==> src/sv/kpsde_pkg.sv <==
// Shared constants and types for the two-digit keypad entry block.
package kpsde_pkg;

  localparam int unsigned ColumnsDefault = 3;
  localparam int unsigned RowsDefault    = 4;

  localparam int unsigned RowW     = 4;  // row readback bits on the port
  localparam int unsigned ColDrvW  = 3;  // column drive bits on the port
  localparam int unsigned ColIdxW  = 2;  // up to four columns
  localparam int unsigned RowIdxW  = 2;  // up to four rows
  localparam int unsigned KeyW     = 4;  // key number minus one
  localparam int unsigned DigitW   = 4;
  localparam int unsigned AddrW    = 2;
  localparam int unsigned FrameW   = 8;
  localparam int unsigned InDataW  = 8;
  localparam int unsigned OutDataW = 16;

  localparam logic [AddrW-1:0] AddrReset = 2'd3;

  // key numbers, one based
  localparam logic [KeyW:0] KeyLastDigit = 5'd9;
  localparam logic [KeyW:0] KeyLamp      = 5'd10;
  localparam logic [KeyW:0] KeyZero      = 5'd11;
  localparam logic [KeyW:0] KeySend      = 5'd12;

  typedef struct packed {
    logic               hit;  // exactly one row low
    logic [RowIdxW-1:0] row;
  } row_hit_t;

endpackage

==> src/sv/keypad_scan_two_digit_entry.sv <==
// Keypad scanner with two-digit entry, lamp toggle and frame send.
// A sample's result is registered for the master; it can drain as the next is taken.
// Throughput: one row sample per cycle unless the result register is full and stalled.
// Reset: column 0, no key held, digits zero, lamp on, address 3, result register empty.
// The scan, key decode and digit update all resolve in the cycle of acceptance.
module keypad_scan_two_digit_entry #(
  parameter int unsigned COLUMNS = kpsde_pkg::ColumnsDefault,
  parameter int unsigned ROWS    = kpsde_pkg::RowsDefault
) (
  input  logic                              clk_i,
  input  logic                              rst_ni,
  input  logic                              cfg_we_i,
  input  logic [kpsde_pkg::AddrW-1:0]       cfg_wdata_i,  // destination_address
  input  logic                              s_axis_tvalid,
  output logic                              s_axis_tready,
  input  logic [kpsde_pkg::InDataW-1:0]     s_axis_tdata,  // [3:0] row_lines
  output logic                              m_axis_tvalid,
  input  logic                              m_axis_tready,
  // [2:0] column_drive, [3] frame_valid, [11:4] frame_byte, [12] lamp_level
  output logic [kpsde_pkg::OutDataW-1:0]    m_axis_tdata
);

  localparam logic [kpsde_pkg::RowW-1:0] RowMask =
    kpsde_pkg::RowW'((1 << ROWS) - 1);
  localparam logic [kpsde_pkg::ColIdxW:0] ColCount =
    (kpsde_pkg::ColIdxW + 1)'(COLUMNS);

  logic [kpsde_pkg::AddrW-1:0]   addr_q;
  logic [kpsde_pkg::ColIdxW-1:0] col_q, col_d, col_cur, col_nxt;
  logic                          held_q, held_d;
  logic [kpsde_pkg::RowW-1:0]    held_rows_q, held_rows_d;
  logic [kpsde_pkg::KeyW-1:0]    held_key_q, held_key_d;
  logic [kpsde_pkg::DigitW-1:0]  tens_q, tens_d, units_q, units_d;
  logic                          lamp_q, lamp_d;
  logic                          out_valid_q;
  logic [kpsde_pkg::OutDataW-1:0] out_data_q, out_data_d;

  logic [kpsde_pkg::RowW-1:0]    rows;
  kpsde_pkg::row_hit_t           hit;
  logic                          accept;
  logic [kpsde_pkg::KeyW:0]      key;
  logic                          frame_valid;
  logic [kpsde_pkg::FrameW-1:0]  frame_byte;
  logic [kpsde_pkg::ColDrvW-1:0] col_drive;

  assign accept        = s_axis_tvalid && s_axis_tready;
  assign s_axis_tready = !out_valid_q || m_axis_tready;
  assign rows          = s_axis_tdata[kpsde_pkg::RowW-1:0] & RowMask;

  kpsde_row_decode #(
    .ROWS (ROWS)
  ) u_row_decode (
    .rows_i (rows),
    .hit_o  (hit)
  );

  always_comb begin
    col_cur = ({1'b0, col_q} >= ColCount) ? '0 : col_q;
    col_nxt = (({1'b0, col_cur} + 1'b1) >= ColCount) ? '0 : col_cur + 1'b1;
  end

  always_comb begin
    col_d       = col_cur;
    held_d      = held_q;
    held_rows_d = held_rows_q;
    held_key_d  = held_key_q;
    tens_d      = tens_q;
    units_d     = units_q;
    lamp_d      = lamp_q;
    frame_valid = 1'b0;
    frame_byte  = '0;
    key         = {1'b0, held_key_q} + 1'b1;
    if (!held_q) begin
      if (hit.hit) begin
        held_d      = 1'b1;
        held_rows_d = rows;
        held_key_d  = kpsde_pkg::KeyW'(int'(hit.row) * COLUMNS + int'(col_cur));
      end else begin
        col_d = col_nxt;
      end
    end else if (rows != (held_rows_q & RowMask)) begin
      // the held key acts on release (any change of the pattern)
      if (key == kpsde_pkg::KeySend) begin
        frame_valid = 1'b1;
        frame_byte  = {addr_q, 6'b0}
                    | (kpsde_pkg::FrameW'(tens_q) * 8'd10 + kpsde_pkg::FrameW'(units_q));
        tens_d      = '0;
        units_d     = '0;
      end else if (key == kpsde_pkg::KeyLamp) begin
        lamp_d = !lamp_q;
      end else if (key <= kpsde_pkg::KeyZero) begin
        tens_d  = units_q;
        units_d = (key == kpsde_pkg::KeyZero) ? '0 : kpsde_pkg::DigitW'(key);
      end
      held_d      = 1'b0;
      held_rows_d = '1;
      col_d       = col_nxt;
    end
  end

  always_comb begin
    col_drive  = ~kpsde_pkg::ColDrvW'(4'b0001 << col_d);
    out_data_d = '0;
    out_data_d[2:0]  = col_drive;
    out_data_d[3]    = frame_valid;
    out_data_d[11:4] = frame_byte;
    out_data_d[12]   = lamp_d;
  end

  always_ff @(posedge clk_i or negedge rst_ni) begin
    if (!rst_ni) begin
      addr_q <= kpsde_pkg::AddrReset;
    end else if (cfg_we_i) begin
      addr_q <= cfg_wdata_i;
    end
  end

  always_ff @(posedge clk_i or negedge rst_ni) begin
    if (!rst_ni) begin
      col_q       <= '0;
      held_q      <= 1'b0;
      held_rows_q <= '1;
      held_key_q  <= '0;
      tens_q      <= '0;
      units_q     <= '0;
      lamp_q      <= 1'b1;
    end else if (accept) begin
      col_q       <= col_d;
      held_q      <= held_d;
      held_rows_q <= held_rows_d;
      held_key_q  <= held_key_d;
      tens_q      <= tens_d;
      units_q     <= units_d;
      lamp_q      <= lamp_d;
    end
  end

  always_ff @(posedge clk_i or negedge rst_ni) begin
    if (!rst_ni) begin
      out_valid_q <= 1'b0;
    end else if (accept) begin
      out_valid_q <= 1'b1;
    end else if (m_axis_tready) begin
      out_valid_q <= 1'b0;
    end
  end

  always_ff @(posedge clk_i) begin
    if (accept) begin
      out_data_q <= out_data_d;
    end
  end

  assign m_axis_tvalid = out_valid_q;
  assign m_axis_tdata  = out_data_q;

`ifndef NO_ASSERTIONS
  // a held key always has exactly one low row captured
  a_held_one_row: assert property (@(posedge clk_i) disable iff (!rst_ni)
    held_q |-> ($countones(~held_rows_q & RowMask) == 1))
    else $error("held key without a single low row");

  // scan column never leaves the configured range
  a_col_range: assert property (@(posedge clk_i) disable iff (!rst_ni)
    ({1'b0, col_q} < ColCount))
    else $error("column index out of range");

  // a sent frame clears both digits
  a_send_clears: assert property (@(posedge clk_i) disable iff (!rst_ni)
    (accept && frame_valid) |=> (tens_q == '0 && units_q == '0))
    else $error("digits not cleared after send");

  // an unchanged pattern keeps the scan on the held column
  a_hold_column: assert property (@(posedge clk_i) disable iff (!rst_ni)
    (accept && held_q && rows == held_rows_q) |=> ($stable(col_q) && held_q))
    else $error("scan moved while key held");

  // digits only ever hold decimal values
  a_digits_decimal: assert property (@(posedge clk_i) disable iff (!rst_ni)
    (tens_q <= 4'd9 && units_q <= 4'd9))
    else $error("digit register out of decimal range");
`endif

endmodule

==> src/sv/kpsde_row_decode.sv <==
// Finds the single low row in the masked row readback.
module kpsde_row_decode #(
  parameter int unsigned ROWS = kpsde_pkg::RowsDefault
) (
  input  logic [kpsde_pkg::RowW-1:0] rows_i,
  output kpsde_pkg::row_hit_t        hit_o
);

  always_comb begin
    logic                          found;
    logic                          multi;
    logic [kpsde_pkg::RowIdxW-1:0] idx;
    found = 1'b0;
    multi = 1'b0;
    idx   = '0;
    for (int r = 0; r < ROWS; r++) begin
      if (!rows_i[r]) begin
        if (found) begin
          multi = 1'b1;
        end
        found = 1'b1;
        idx   = kpsde_pkg::RowIdxW'(r);
      end
    end
    hit_o.hit = found && !multi;
    hit_o.row = idx;
  end

endmodule
==> config.mk <==
export PLATFORM = sky130hd
export DESIGN_NAME = keypad_scan_two_digit_entry
export DESIGN_NICKNAME = d
export VERILOG_FILES = /design/src/sv/kpsde_pkg.sv /design/src/sv/keypad_scan_two_digit_entry.sv /design/src/sv/kpsde_row_decode.sv
export SDC_FILE = /design/constraint.sdc
export NUM_CORES = 1
export LEC_CHECK = 0
export BUFFER_PORTS_ARGS = -buffer_cell sky130_fd_sc_hd__buf_2
export CORE_MARGIN = 4
export CORE_UTILIZATION = 51
export DETAILED_ROUTE_END_ITERATION = 7
export PLACE_DENSITY = 0.76
export SLEW_MARGIN = 20
export SYNTH_ARGS = -nofsm -noshare
export SYNTH_HDL_FRONTEND = slang
export SYNTH_HIERARCHICAL = 1
export SYNTH_SLANG_ARGS = --single-unit
==> constraint.sdc <==
create_clock -name clk_i -period 2.39 [get_ports clk_i]
set_input_delay 0.239 -clock clk_i [delete_from_list [all_inputs] [get_ports clk_i]]
set_output_delay 0.239 -clock clk_i [all_outputs]
set_load 0.02 [all_outputs]
* Yosys cells after proc, flatten, opt, wreduce, memory -nomap -nowiden *
Index checks and enable logic that the tools add are counted.

word-level totals
  output and inout port bits = 18
  flip-flop bits (word level) = 36
  input port bits = 15
  word-level logic and storage cells = 83

cells by class
  multipliers = 2
  shift operators = 1
  add/sub/neg operators = 5
  equality and inequality tests = 6
  reduce and logical (&&, ||, !) cells = 14
  bitwise logic cells = 3
  $lt $le $gt $ge = 3
  muxes and demuxes = 37

operator list
  operator                                             count
  two-way mux 4 bit                                    10
  two-way mux 1 bit                                    20
  equality test 5 x 4 -> 1 bit, second input constant  3
  two-way mux 2 bit                                    7
  AND reduction 3 bit                                  3
  adder 8 x 4 -> 8 bit                                 1
  OR 8 bit                                             1
  multiplier 4 x 3 -> 7 bit, second input constant     1
  nonzero test 2 bit                                   3
  adder 4 x 1 -> 5 bit, second input constant          1
  <= comparator 5 x 4 -> 1 bit, second input constant  1
  AND reduction 5 bit                                  1
  adder 4 x 2 -> 4 bit                                 1
  multiplier 2 x 2 -> 4 bit, second input constant     1
  != test 4 bit                                        1
  adder 2 x 1 -> 3 bit, second input constant          1
  >= comparator 3 x 2 -> 1 bit, second input constant  1
  logical NOT 1 bit                                    3
  NOT 3 bit                                            1
  left shift 1 x 2 -> 3 bit, first input constant      1
  adder 2 x 1 -> 2 bit, second input constant          1
  >= comparator 2 bit, second input constant           1
  logical AND 1 bit                                    2
  != test 2 x 1 -> 1 bit, second input constant        1
  other kinds (4)                                      4

* Depth between registers and ports, before layout *
Gate-level depths: netlist of run 1.

  depth in word-level cells = 12
  depth in mapped cells = 8
  depth with buffers taken out = 8

* By module *
The synthesis of run 1 kept the hierarchy.

by module, submodules not included
  module                       instances  cells each  area each (µm²)  seq. area each (µm²)
  keypad_scan_two_digit_entry  1          195         2133.3           974.7
  kpsde_row_decode             1          8           50.0             0.0

* Least setup slack after synthesis of run 1 *
OpenSTA, ideal clock, no wires.

  kind = register to register
  start = reg tens_q[3] in the netlist's numbering
  end = reg out_data_q (netlist bit m_axis_tdata[11]), data pin
  cell stages (with the launch flop) = 9
  arrival = 2230 ps
  required time = 2129 ps
  setup slack = -100 ps
  library setup time = 261 ps
  period minus slack after synthesis = 2490 ps
  buffers on the path = 0
  path through = dfrtp_1 ha_1 ha_1 fa_1 nand2_1 o21bai_1 mux2_2 a221oi_1 nor2_1

between the ends
  longest elaborated chain between the ends = 3

RTL lines
  element                    line                                text
  from (decl)                keypad_scan_two_digit_entry.sv:33   logic [kpsde_pkg::DigitW-1:0] tens_q, tens_d, units_q, units_d;
  from (signal assigned)     keypad_scan_two_digit_entry.sv:132  tens_q <= tens_d;
  multiplier 4 x 3 -> 7 bit  keypad_scan_two_digit_entry.sv:86   | (kpsde_pkg::FrameW'(tens_q) * 8'd10 + kpsde_pkg::FrameW'(units_q));
  adder 8 x 4 -> 8 bit       keypad_scan_two_digit_entry.sv:86
  OR 8 bit                   keypad_scan_two_digit_entry.sv:86
  to (signal assigned)       keypad_scan_two_digit_entry.sv:150  out_data_q <= out_data_d;
  to (decl)                  keypad_scan_two_digit_entry.sv:36   logic [kpsde_pkg::OutDataW-1:0] out_data_q, out_data_d;

No other way between the ends.
A chain may end at the register's enable or synchronous reset.

* Worst setup path after layout of run 1 *
  start = reg tens_q[1] in the netlist's numbering
  end = reg out_data_q (netlist bit m_axis_tdata[11]), data pin

Same word-level chain as after synthesis.

==> results_dict.tcl, run 1 <==
set metrics [dict create \
    rsz0062_at_grt "yes" \
    ir_drop_uv 619 \
    gr-total-overflow 0 \
    setup.worst_path.end "m_axis_tdata[11]$_SDFFCE_PN0P_" \
    dp_hpwl_mm 2.97 \
    initial_utilization_pct 53.8 \
    crit_family "adder cells" \
    grt_pass1_vias 1489 \
    crit_type "flop to flop" \
    die_y_um 73.4 \
    async_reset_ff_share_pct 63.9 \
    final.setup.tns_ns -0.128 \
    num_vias 1541 \
    total_power_mw 2.69 \
    leakage_nw 1.13 \
    maxCapViolations 0 \
    fill_cells 341 \
    cts.sinks 36 \
    ys.flop_type "dfrtp_1" \
    slew_headroom_pct 65.7 \
    place_inst 280 \
    hp-start "cfg_wdata_i[1]" \
    multi_input_area_um2 1120 \
    wire_per_inst_um 13.5 \
    num_antenna_cells 0 \
    clk_pin_slew_worst_paths_ns 0.07 \
    totalWireLength_mm 3.94 \
    finalNonFillerCells 291 \
    yosys_warnings 6 \
    maxSlewViolCount 0 \
    reg2regPathDepth 8 \
    crit_path_end_kind "flop" \
    place_area_um2 2390 \
    final.min_clock_period_ns 2.52 \
    worstPathMaxFanout 2 \
    cts_tree "yes" \
    start_kind "flop" \
    hold_class "primary input to flop" \
    grtUsageTotal_pct 16.0 \
    cp.arrival_ns 2.56 \
    synth.area.top_cells "dfrtp_1 18%, edfxtp_1 18%, ha_1 8.6%" \
    first_pass_iters 4 \
    cp-startpoint "tens_q[1]$_DFFE_PN0P_" \
    setup_ws_ns -0.128 \
    netlist_instances 203 \
    cp_cell_sequence "ha_1 > ha_2 > fa_1 > nand2_2 > o21bai_4 > mux2_4 > a221oi_2 > nor2_1" \
    cts_htree_levels 2 \
    yosys.area.top_type "dfrtp_1" \
    io-pin-count 33 \
    synth-seq-cells 36 \
    grt_pass1_wl_mm 6.57 \
    required_ns 2.44 \
    rr_endpoint "m_axis_tdata[11]$_SDFFCE_PN0P_" \
    yosysUniqueCellTypes 50 \
    r2r-start "tens_q[1]$_DFFE_PN0P_" \
    regArea_um2 975 \
    die_x_um 73.4 \
    r2r_slack_ns -0.13 \
    final_hold_viol_count 0 \
    cts_made_buffers 5 \
    insertion_delay_ns 0.29 \
    setup_viol 1 \
    die_area_um2 5390 \
    nets 274 \
    synth-seq-area-share_pct 44.6 \
    violations "negative setup slack" \
    vias_per_cell 5.30 \
    drive_gt1_share_pct 28.2 \
    grt_max_degree 24 \
    worstMarginPinSlew_ns 0.514 \
    power_density_nw_per_um2 1060 \
    outcome "complete, but fails checks" \
    clock.fmax_mhz 397 \
    fin_crit_sh_pct 105 \
    syn_avg_cell_area_um2 10.8 \
    io_buffers 25 \
    drc 0 \
    yosysMostFrequentCell "nand2_1" \
    critPathMaxStageDelay_ns 0.55 \
    final_cell_area_um2 2530 \
    syn_area_um2 2180 \
    drt_iter0_drc 32 \
    area_delta_synth_final_pct 16.1 \
    ant_nets 0 \
    skew_ns 0.00457 \
    num_rows 23 \
    post-synth-top-area-fraction_pct 18.3 \
    synth_edf_count 13 \
    path_buf_inv 0 \
    crit_cells 8 \
    root_buffer "clkbuf_8" \
    grt_antenna_before_repair 0 \
    cpMaxStageDelayCell "fa_1" \
    core_um2 4060 \
    yosys-top-cells-count "22 x nand2_1, 20 x nor2_1, 16 x dfrtp_1, 16 x inv_1, 15 x ha_1" \
    gp_congestion 0.795 \
    cts_max_path_buffers 2 \
]
area by class of cell:
type | instances | area share (%)
Multi-Input combinational cell | 145 | 44.4
Sequential cell | 36 | 38.5
Timing Repair Buffer | 35 | 8.00
Clock buffer | 5 | 2.71
Inverter | 17 | 2.52
Tap cell | 50 | 2.47
Clock inverter | 3 | 1.48
cell usage in the layout (no fill, tap or decap), drive strengths merged, types with 5 or more instances in the layout:
master  count
buf        34
clkbuf      5
dfrtp      16
dfstp       7
edfxtp     13
ha         15
inv        17
mux2        5
nand2      23
nor2       20
nor3        7
o21ai      11
o31ai       5
xnor2       9
xor2        5
where the power goes:
part / internal [mW] / switching (mW) / total, mW
Combinational: 0.527 / 0.622 / 1.15
Clock: 0.304 / 0.221 / 0.525
Sequential: 0.851 / 0.168 / 1.02
Total: 1.68 / 1.01 / 2.69
repair_timing:
item / in CTS / in global routing
resized for setup: 3 / 1
hold buffers: 1 / 0
endpoints found under the setup margin: 1 / 2
pin swaps: 4 / 2
endpoints found under the hold margin: 16 / 0
buffers inserted: 0 / 2
metal layers:
metal	GRT usage, %	up-vias	routed length (um)
met1	19.8	731	1730
met3	4.10	8	171
met2	25.7	28	1960
li1	-	774	-
met4	8.25	0	80
met5	0	-	0
how the worst min path moves through the flow:
| stage | end | slack (ns) | depth (start not counted) |
|---|---|---|---|
| final | addr_q[1]$_DFFE_PN1P_ | 0.18 | 2 |
| after global routing | addr_q[1]$_DFFE_PN1P_ | 0.18 | 2 |
| after CTS | addr_q[1]$_DFFE_PN1P_ | 0.17 | 2 |
| after detailed placement | held_q$_DFFE_PN0P_ | 0.24 | 1 |
| after global placement | m_axis_tvalid$_DFFE_PN0P_ | 0.24 | 1 |
| after floorplan | col_q[0]$_DFFE_PN0P_ | -0.06 | 0 |
registers in the layout, indices dropped and copies added, names as in the netlist:
register,count
addr_q,2
col_q,2
held_key_q,4
held_q,1
held_rows_q,4
lamp_q,1
m_axis_tdata,13
m_axis_tvalid,1
tens_q,4
units_q,4
through the flow:
stage / worst slack, ns / utilization [%] / hold slack [ns]
after CTS: -0.103 / 62.0 / 0.170
after global routing: -0.229 / 62.5 / 0.180
after global placement: -0.0712 / 58.8 / 0.244
after detailed placement: -0.0820 / 58.8 / 0.244
final: -0.128 / 62.5 / 0.176
after floorplan: -0.0953 / - / -0.0566
kinds of logic (layout without fill, tap and decap cells):
kind of cell / count (synthesis) / in the layout / synth area share [%]
buffers and inverters: 24 / 60 / 5.39
AND/OR/NAND/NOR: 68 / 68 / 16.7
adder cells (fa/ha/maj): 19 / 19 / 12.3
XOR/XNOR: 14 / 14 / 5.62
AO/OA/AOI/OAI: 34 / 34 / 11.7
multiplexers: 7 / 7 / 3.50
flip-flops: 36 / 36 / 44.6
other: 1 / 3 / 0.172
No activity file was read; power rests on OpenSTA's default activity.
==> inputs of run 2 (changes only) <==
ABC_AREA = 1   (was not set)
==> results_dict.tcl, run 2 <==
set metrics [dict create \
    hold_slack_ns 0.147 \
    grtUsageTotal_pct 15.5 \
    rsz0062_at_grt "no" \
    final_cell_area_um2 2430 \
    setup_ws_ns 0.160 \
    num_rows 23 \
    die_y_um 72.8 \
    grt_max_degree 24 \
    setup_viol 0 \
    maxCapViolations 0 \
    num_antenna_cells 0 \
    finalNonFillerCells 331 \
    nets 314 \
    totalWireLength_mm 3.86 \
    maxSlewViolCount 0 \
    total_power_mw 2.71 \
    fill_cells 356 \
    drt_iter0_drc 103 \
    syn_area_um2 2140 \
    cts.sinks 36 \
    grt_pass1_vias 1504 \
    worstMarginPinSlew_ns 0.531 \
    gp_congestion 0.792 \
    drc 0 \
    num_vias 1638 \
    dp_hpwl_mm 2.87 \
    root_buffer "clkbuf_8" \
    netlist_instances 248 \
    crit_path_end_kind "flop" \
    crit_type "flop to flop" \
    required_ns 2.44 \
    first_pass_iters 4 \
    skew_ns 0.0123 \
    final_hold_viol_count 0 \
    grt_pass1_wl_mm 6.38 \
    fin_crit_sh_pct 93.3 \
    place_inst 322 \
    io_buffers 25 \
    power_density_nw_per_um2 1110 \
    die_area_um2 5290 \
    pre_cts_ws_ns 0.166 \
    grt_antenna_before_repair 0 \
    yosys_warnings 6 \
    clk_pin_slew_worst_paths_ns 0.08 \
    outcome "complete, no violations" \
    cts_max_path_buffers 2 \
    io-pin-count 33 \
    cp_cell_sequence "ha_1 > ha_1 > fa_1 > xor2_2 > inv_1 > o21bai_1 > nand3_1 > nand2_1 > inv_1" \
    yosysUniqueCellTypes 29 \
    synth_edf_count 13 \
    synth-seq-cells 36 \
    yosys.area.top_type "dfrtp_1" \
    synth-seq-area-share_pct 45.6 \
    insertion_delay_ns 0.29 \
    final.setup.tns_ns 0 \
    critPathMaxStageDelay_ns 0.43 \
    vias_per_cell 4.95 \
    cts_htree_levels 2 \
    worstPathMaxFanout 4 \
    ant_nets 0 \
    cts_tree "yes" \
    cts_made_buffers 5 \
    cp.arrival_ns 2.28 \
    leakage_nw 1.25 \
    gr-total-overflow 0 \
    final.min_clock_period_ns 2.23 \
    area_delta_synth_final_pct 13.9 \
    slew_headroom_pct 64.6 \
    yosysMostFrequentCell "nand2_1" \
    clock.fmax_mhz 448 \
    initial_utilization_pct 53.1 \
    die_x_um 72.8 \
    final_common_cell "nand2_1" \
    synth.area.top_cells "dfrtp_1 19%, edfxtp_1 18%, nand2_1 11%" \
    final_cell_mix "62 x nand2_1, 45 x inv_1, 25 x buf_2" \
    hold_class "primary input to flop" \
    post-synth-top-area-fraction_pct 18.7 \
    syn_avg_cell_area_um2 8.62 \
    ir_drop_uv 507 \
    yosys-top-cells-count "62 x nand2_1, 45 x inv_1, 17 x o21ai_0, 16 x dfrtp_1, 15 x ha_1" \
    core_um2 4030 \
    wire_per_inst_um 11.7 \
    async_reset_ff_share_pct 63.9 \
    drive_gt1_share_pct 18.5 \
    post-route-util_pct 60.4 \
    start_kind "flop" \
    place_area_um2 2310 \
    ys.flop_type "dfrtp_1" \
    largest_reg_flops 13 \
    cpMaxStageDelayCell "dfrtp_1" \
]
==> run 2: cells by family after synthesis <==
logic type / after synthesis / synth area share (%)
adder cells (fa/ha/maj): 19 / 12.5
XOR/XNOR: 3 / 1.23
other: 1 / 0.175
flip-flops: 36 / 45.6
buffers and inverters: 52 / 9.83
AND/OR/NAND/NOR: 102 / 21.9
AO/OA/AOI/OAI: 35 / 8.72
==> run 2: repair_timing <==
item	in CTS	in global routing
resized for setup	0	1
setup endpoints to repair	0	1
setup buffers	0	0
endpoints found under the hold margin	16	0
hold buffers	1	0
==> run 2: worst max-delay path: cells and delay by family, from the launching register on <==
| family | cells | cell delay, ns |
|---|---|---|
| AND/OR/NAND/NOR | 2 | 0.15 |
| AO/OA/AOI/OAI | 1 | 0.16 |
| XOR/XNOR | 1 | 0.21 |
| adder cells (fa/ha/maj) | 3 | 0.93 |
| flip-flops | 1 | 0.43 |
| buffers and inverters | 2 | 0.11 |
==> run 2: path summary, 6_finish.rpt <==
kind	from	slack (ns)	cells after the start	to
worst max register to register	tens_q[3]$_DFFE_PN0P_	0.16	9	m_axis_tdata[11]$_SDFFCE_PN0P_
worst min register to register	lamp_q$_DFFE_PN1P_	0.49	2	lamp_q$_DFFE_PN1P_
worst min-delay path	cfg_we_i	0.15	2	addr_q[0]$_DFFE_PN1P_
min in group asynchronous	rst_ni	0.47	2	held_key_q[3]$_DFFE_PN0P_
max in group asynchronous	rst_ni	1.55	2	tens_q[2]$_DFFE_PN0P_
worst max-delay path	tens_q[3]$_DFFE_PN0P_	0.16	9	m_axis_tdata[11]$_SDFFCE_PN0P_
==> run 2: area by class of cell <==
| class | instances | area, um^2 | area share [%] |
|---|---|---|---|
| clock buffer | 6 | 93.8 | 3.85 |
| clock inverter | 2 | 12.5 | 0.514 |
| inverter | 48 | 180 | 7.40 |
| multi-input combinational | 162 | 968 | 39.8 |
| sequential | 36 | 975 | 40.0 |
| tap | 50 | 62.6 | 2.57 |
| timing repair buffer | 27 | 143 | 5.86 |
==> run 2: where the power goes <==
part / internal, mW / switching (mW) / leakage, nW / total (mW)
clock network: 0.267 / 0.232 / 0.0523 / 0.499
registers: 0.886 / 0.176 / 0.400 / 1.06
logic: 0.430 / 0.719 / 0.794 / 1.15
==> run 2: per-layer routing <==
| layer | global-route usage [%] | wire length, um | vias up |
|---|---|---|---|
| met1 | 19.2 | 1800 | 749 |
| met4 | 7.99 | 65 | 0 |
| met5 | 0 | 0 | - |
| li1 | - | - | 843 |
| met2 | 25.8 | 1790 | 40 |
| met3 | 2.89 | 201 | 6 |
